**src/sfl_pkg.sv**
```systemverilog
`default_nettype none
package sfl_pkg;

  localparam logic [1:0] MODE_NEGATIVE  = 2'd0;
  localparam logic [1:0] MODE_BLUR      = 2'd1;
  localparam logic [1:0] MODE_LAPLACIAN = 2'd2;
  localparam logic [1:0] MODE_SHARPEN   = 2'd3;

  localparam logic [1:0] REG_MODE   = 2'd0;
  localparam logic [1:0] REG_WIDTH  = 2'd1;
  localparam logic [1:0] REG_HEIGHT = 2'd2;
  localparam logic [1:0] REG_MAXVAL = 2'd3;

  localparam int SUM_W = 12;

  typedef struct packed {
    logic capture;
    logic read;
    logic update;
    logic calc;
    logic div_step;
    logic out_load;
  } sfl_cmd_t;

  typedef struct packed {
    logic ignore;
    logic active;
    logic use_div;
    logic div_done;
    logic out_free;
  } sfl_status_t;

endpackage
`default_nettype wire

```
**src/sfl_ctrl.sv**
```systemverilog
`default_nettype none
module sfl_ctrl
  import sfl_pkg::*;
(
  input  wire logic  clk,
  input  wire logic  rst_n,
  input  wire logic  in_valid,
  output logic       in_ready,
  input  sfl_status_t status,
  output sfl_cmd_t   cmd
);

  localparam logic [2:0] S_IDLE = 3'd0;
  localparam logic [2:0] S_READ = 3'd1;
  localparam logic [2:0] S_UPD  = 3'd2;
  localparam logic [2:0] S_CALC = 3'd3;
  localparam logic [2:0] S_DIV  = 3'd4;
  localparam logic [2:0] S_OUT  = 3'd5;

  logic [2:0] state_r, state_nxt;

  assign in_ready = (state_r == S_IDLE);

  always_comb begin
    state_nxt = state_r;
    cmd = '0;
    unique case (state_r)
      S_IDLE: begin
        cmd.capture = in_valid;
        if (in_valid) state_nxt = S_READ;
      end
      S_READ: begin
        cmd.read = 1'b1;
        state_nxt = S_UPD;
      end
      S_UPD: begin
        if (status.ignore) begin
          state_nxt = S_IDLE;
        end else begin
          cmd.update = 1'b1;
          state_nxt = S_CALC;
        end
      end
      S_CALC: begin
        if (!status.active) begin
          state_nxt = S_IDLE;
        end else begin
          cmd.calc = 1'b1;
          state_nxt = status.use_div ? S_DIV : S_OUT;
        end
      end
      S_DIV: begin
        cmd.div_step = 1'b1;
        if (status.div_done) state_nxt = S_OUT;
      end
      S_OUT: begin
        if (status.out_free) begin
          cmd.out_load = 1'b1;
          state_nxt = S_IDLE;
        end
      end
      default: state_nxt = S_IDLE;
    endcase
  end

  always_ff @(posedge clk) begin
    if (!rst_n) state_r <= S_IDLE;
    else state_r <= state_nxt;
  end

endmodule
`default_nettype wire

```
**config.mk**
```make
export PLATFORM = sky130hd
export DESIGN_NAME = sfl_ctrl
export DESIGN_NICKNAME = d
export VERILOG_FILES = /design/src/sfl_pkg.sv /design/src/sfl_ctrl.sv
export SDC_FILE = /design/constraint.sdc
export NUM_CORES = 1
export LEC_CHECK = 0
export CAP_MARGIN = 10
export CORE_AREA = 2 2 39 41
export DETAILED_ROUTE_END_ITERATION = 10
export DIE_AREA = 0 0 41 43
export DONT_BUFFER_PORTS = 1
export HOLD_SLACK_MARGIN = 0.08
export PLACE_DENSITY_LB_ADDON = 0.1
export SLEW_MARGIN = 20
export SYNTH_ARGS = -nofsm -noshare
export SYNTH_HDL_FRONTEND = slang
export SYNTH_SLANG_ARGS = --single-unit
```
**constraint.sdc**
```tcl
create_clock -name clk -period 3.2 [get_ports clk]
set_input_delay 0.64 -clock clk [delete_from_list [all_inputs] [get_ports clk]]
set_output_delay 0.64 -clock clk [all_outputs]
set_load 0.05 [all_outputs]
```
==> metrics.txt <==
status=completed; switching pwr=between 50 and 60 uW; RSZ-0062 raised after global routing=false; die width=about 41 um; syn_area_per_cell=8.71 sq um; synthesized cell area=between 200 and 250 sq um; clk sinks=3; total power=about 150 uW; die height=roughly 43 um; global route total overflow=0; final layout net count=40; Iter 0 DRT Violations=6; GP Congestion=around 0.67; Post-DP HPWL=roughly 430 um; post-CTS sizing=0; CP max FO=10; Seq pwr share=31.1%; Max Transition Viols Final=0; initial antenna violation count=0; number of library cell types mapped by synthesis=22; Hold Fails Final Rpt=0; switching fraction of total power=roughly a third; max reg flops=3; DRC violations left=0; R2R Setup Slk=~1.8 ns; worst relative slew slack=approximately 45%; share of cells above drive strength 1=a little over a third; Yosys reg bits=3; TNS Setup=0 ns; Max H-tree Level=1; cts bufs inserted=3; Hold WC Path Type=input port to register; Pint=between 90 and 100 uW; startpoint types=register; Pleak=0.000110 uW; Critical Path Sink Type=output pin; crit path time final=between 2 and 2.5 ns; sequential share of the synthesized area=between 20% and 30%; full die area=1760 sq um; total vias in the final route=around 220; Clock Skews=around 0.0029 ns; input/output buffers=0; setup repair bufs after CTS=0; drt wl/cell=approximately 12 um; Worst VDD drop=between 200 and 250 uV; Largest regs=state_r: 3 flops; yosys warns=0; Crit Path Category=register to output pin; DRT Wirelength=between 500 and 600 um; WP data required=2.56 ns; Vias/cell=between 4 and 5; most frequent cells in the layout=a21oi_1, clkbuf_4, dfxtp_1; fmax=0.462 GHz; Synth-to-Final Area Change=20.0%; Final ANT Viol Nets=0; worst slew pin tran=0.822 ns; Initial Utilization=roughly 18%; clock share of power=roughly 44%; cells after synthesis=28; Fill cells=approximately 160; Clock Path Buffers=2; IO Pins=15; count of hold-fix buffers inserted at cts=0; row cnt=14; clk_lat worst skew=around 0.23 ns; vias in the first global route=between 200 and 250; Total Routing Usage GR=under 10%; first-pass GRT wire length=between 800 and 900 um; CTS Root Cell=clkbuf_4; Final Cycle Share=approximately 68%; combinational power share=about a quarter; n_diodes=0; core area=between 1000 and 1500 sq um; endpoints failing setup=0; max-cap violation count=0; CTS tree=done; Critical Path AT=around 1.5 ns; CTS clk-pin slew, worst paths=0.04 ns; largest net degree at the start of global routing=12; drt pass-1 iters=3; Synth Net Count=36; Pwr Density=around 520 nW/um^2; most flop-heavy register=state_r
[cell families (layout without fill, tap and decap cells)]
group,count (synthesis),count (layout),synth area share [%]
AO/OA/AOI/OAI,8,8,23.1
flip-flops,3,3,24.6
multiplexers,1,1,6.15
AND/OR/NAND/NOR,13,13,36.4
buffers and inverters,3,6,9.74
[critical path: stages, from the launching register on]
cell and delay (ns):
dfxtp_1 0.41, nor3_2 0.20, buf_4 0.22, and2_1 0.46
[worst paths after layout]
kind	startpoint	cells after the start	endpoint
min reg2reg	state_r[0]$_SDFFE_PN0P_	2	state_r[0]$_SDFFE_PN0P_
max reg2reg	state_r[1]$_SDFFE_PN0P_	2	state_r[2]$_SDFFE_PN0P_
max	state_r[2]$_SDFFE_PN0P_	3	cmd[5]
min	rst_n	1	state_r[2]$_SDFFE_PN0P_
[final cells by class]
type,count,area (sq um),share of cell area (%)
multi-input combinational,22,171,58.5
sequential,3,60.1,20.5
timing repair buffer,2,15.0,5.13
tap,16,20.0,6.84
clock buffer,4,26.3,8.97
[synth_stat cells]
master / count / area share, %
a21boi_1: 1 / 3.1
a21oi_1: 3 / 6.2
and2_1: 1 / 2.6
and2b_1: 1 / 3.1
and3_2: 1 / 3.1
and4b_1: 1 / 4.1
buf_2: 1 / 2.0
buf_4: 1 / 3.1
buf_6: 1 / 4.6
dfxtp_1: 3 / 25
mux2_4: 1 / 6.2
nand2_1: 2 / 3.1
nand2b_1: 1 / 2.6
nor2_1: 1 / 1.5
nor2b_1: 1 / 2.6
nor3_2: 1 / 4.1
nor3b_1: 2 / 6.2
nor4b_1: 1 / 3.6
o211ai_2: 1 / 5.1
o21a_1: 1 / 3.1
o21ai_1: 1 / 2.0
o22a_1: 1 / 3.6
[per-layer routing]
layer  up-vias  wire, um  track usage, %
met5         -         0               0
met4         0         7            6.00
met3         2        68            7.33
met2        14       237            10.0
met1       102       270            7.64
li1        106         -               -
[per-stage QoR]
stage	setup WS (ns)	area, sq um	utilization, %	cells	hold WS, ns
finish	1.04	293	21.2	47	0.527
global route	0.965	293	21.2	47	0.523
CTS	1.02	293	21.2	47	0.522
detailed placement	1.28	267	19.3	43	0.603
global placement	1.29	267	19.3	43	0.584
floorplan	0.277	244	-	28	0.519
[power by group through the flow]
| stage | clock network (uW) | logic, uW | registers, uW |
|---|---|---|---|
| after global placement | 0 | 38.4 | 47.4 |
| after global routing | 74.0 | 40.0 | 48.0 |
| after detailed placement | 0 | 38.4 | 47.8 |
| after CTS | 69.7 | 38.5 | 47.1 |
| final | 66.5 | 38.1 | 47.3 |
| after floorplan | 0 | 39.7 | 41.1 |
No activity file was read; power rests on OpenSTA's default activity.
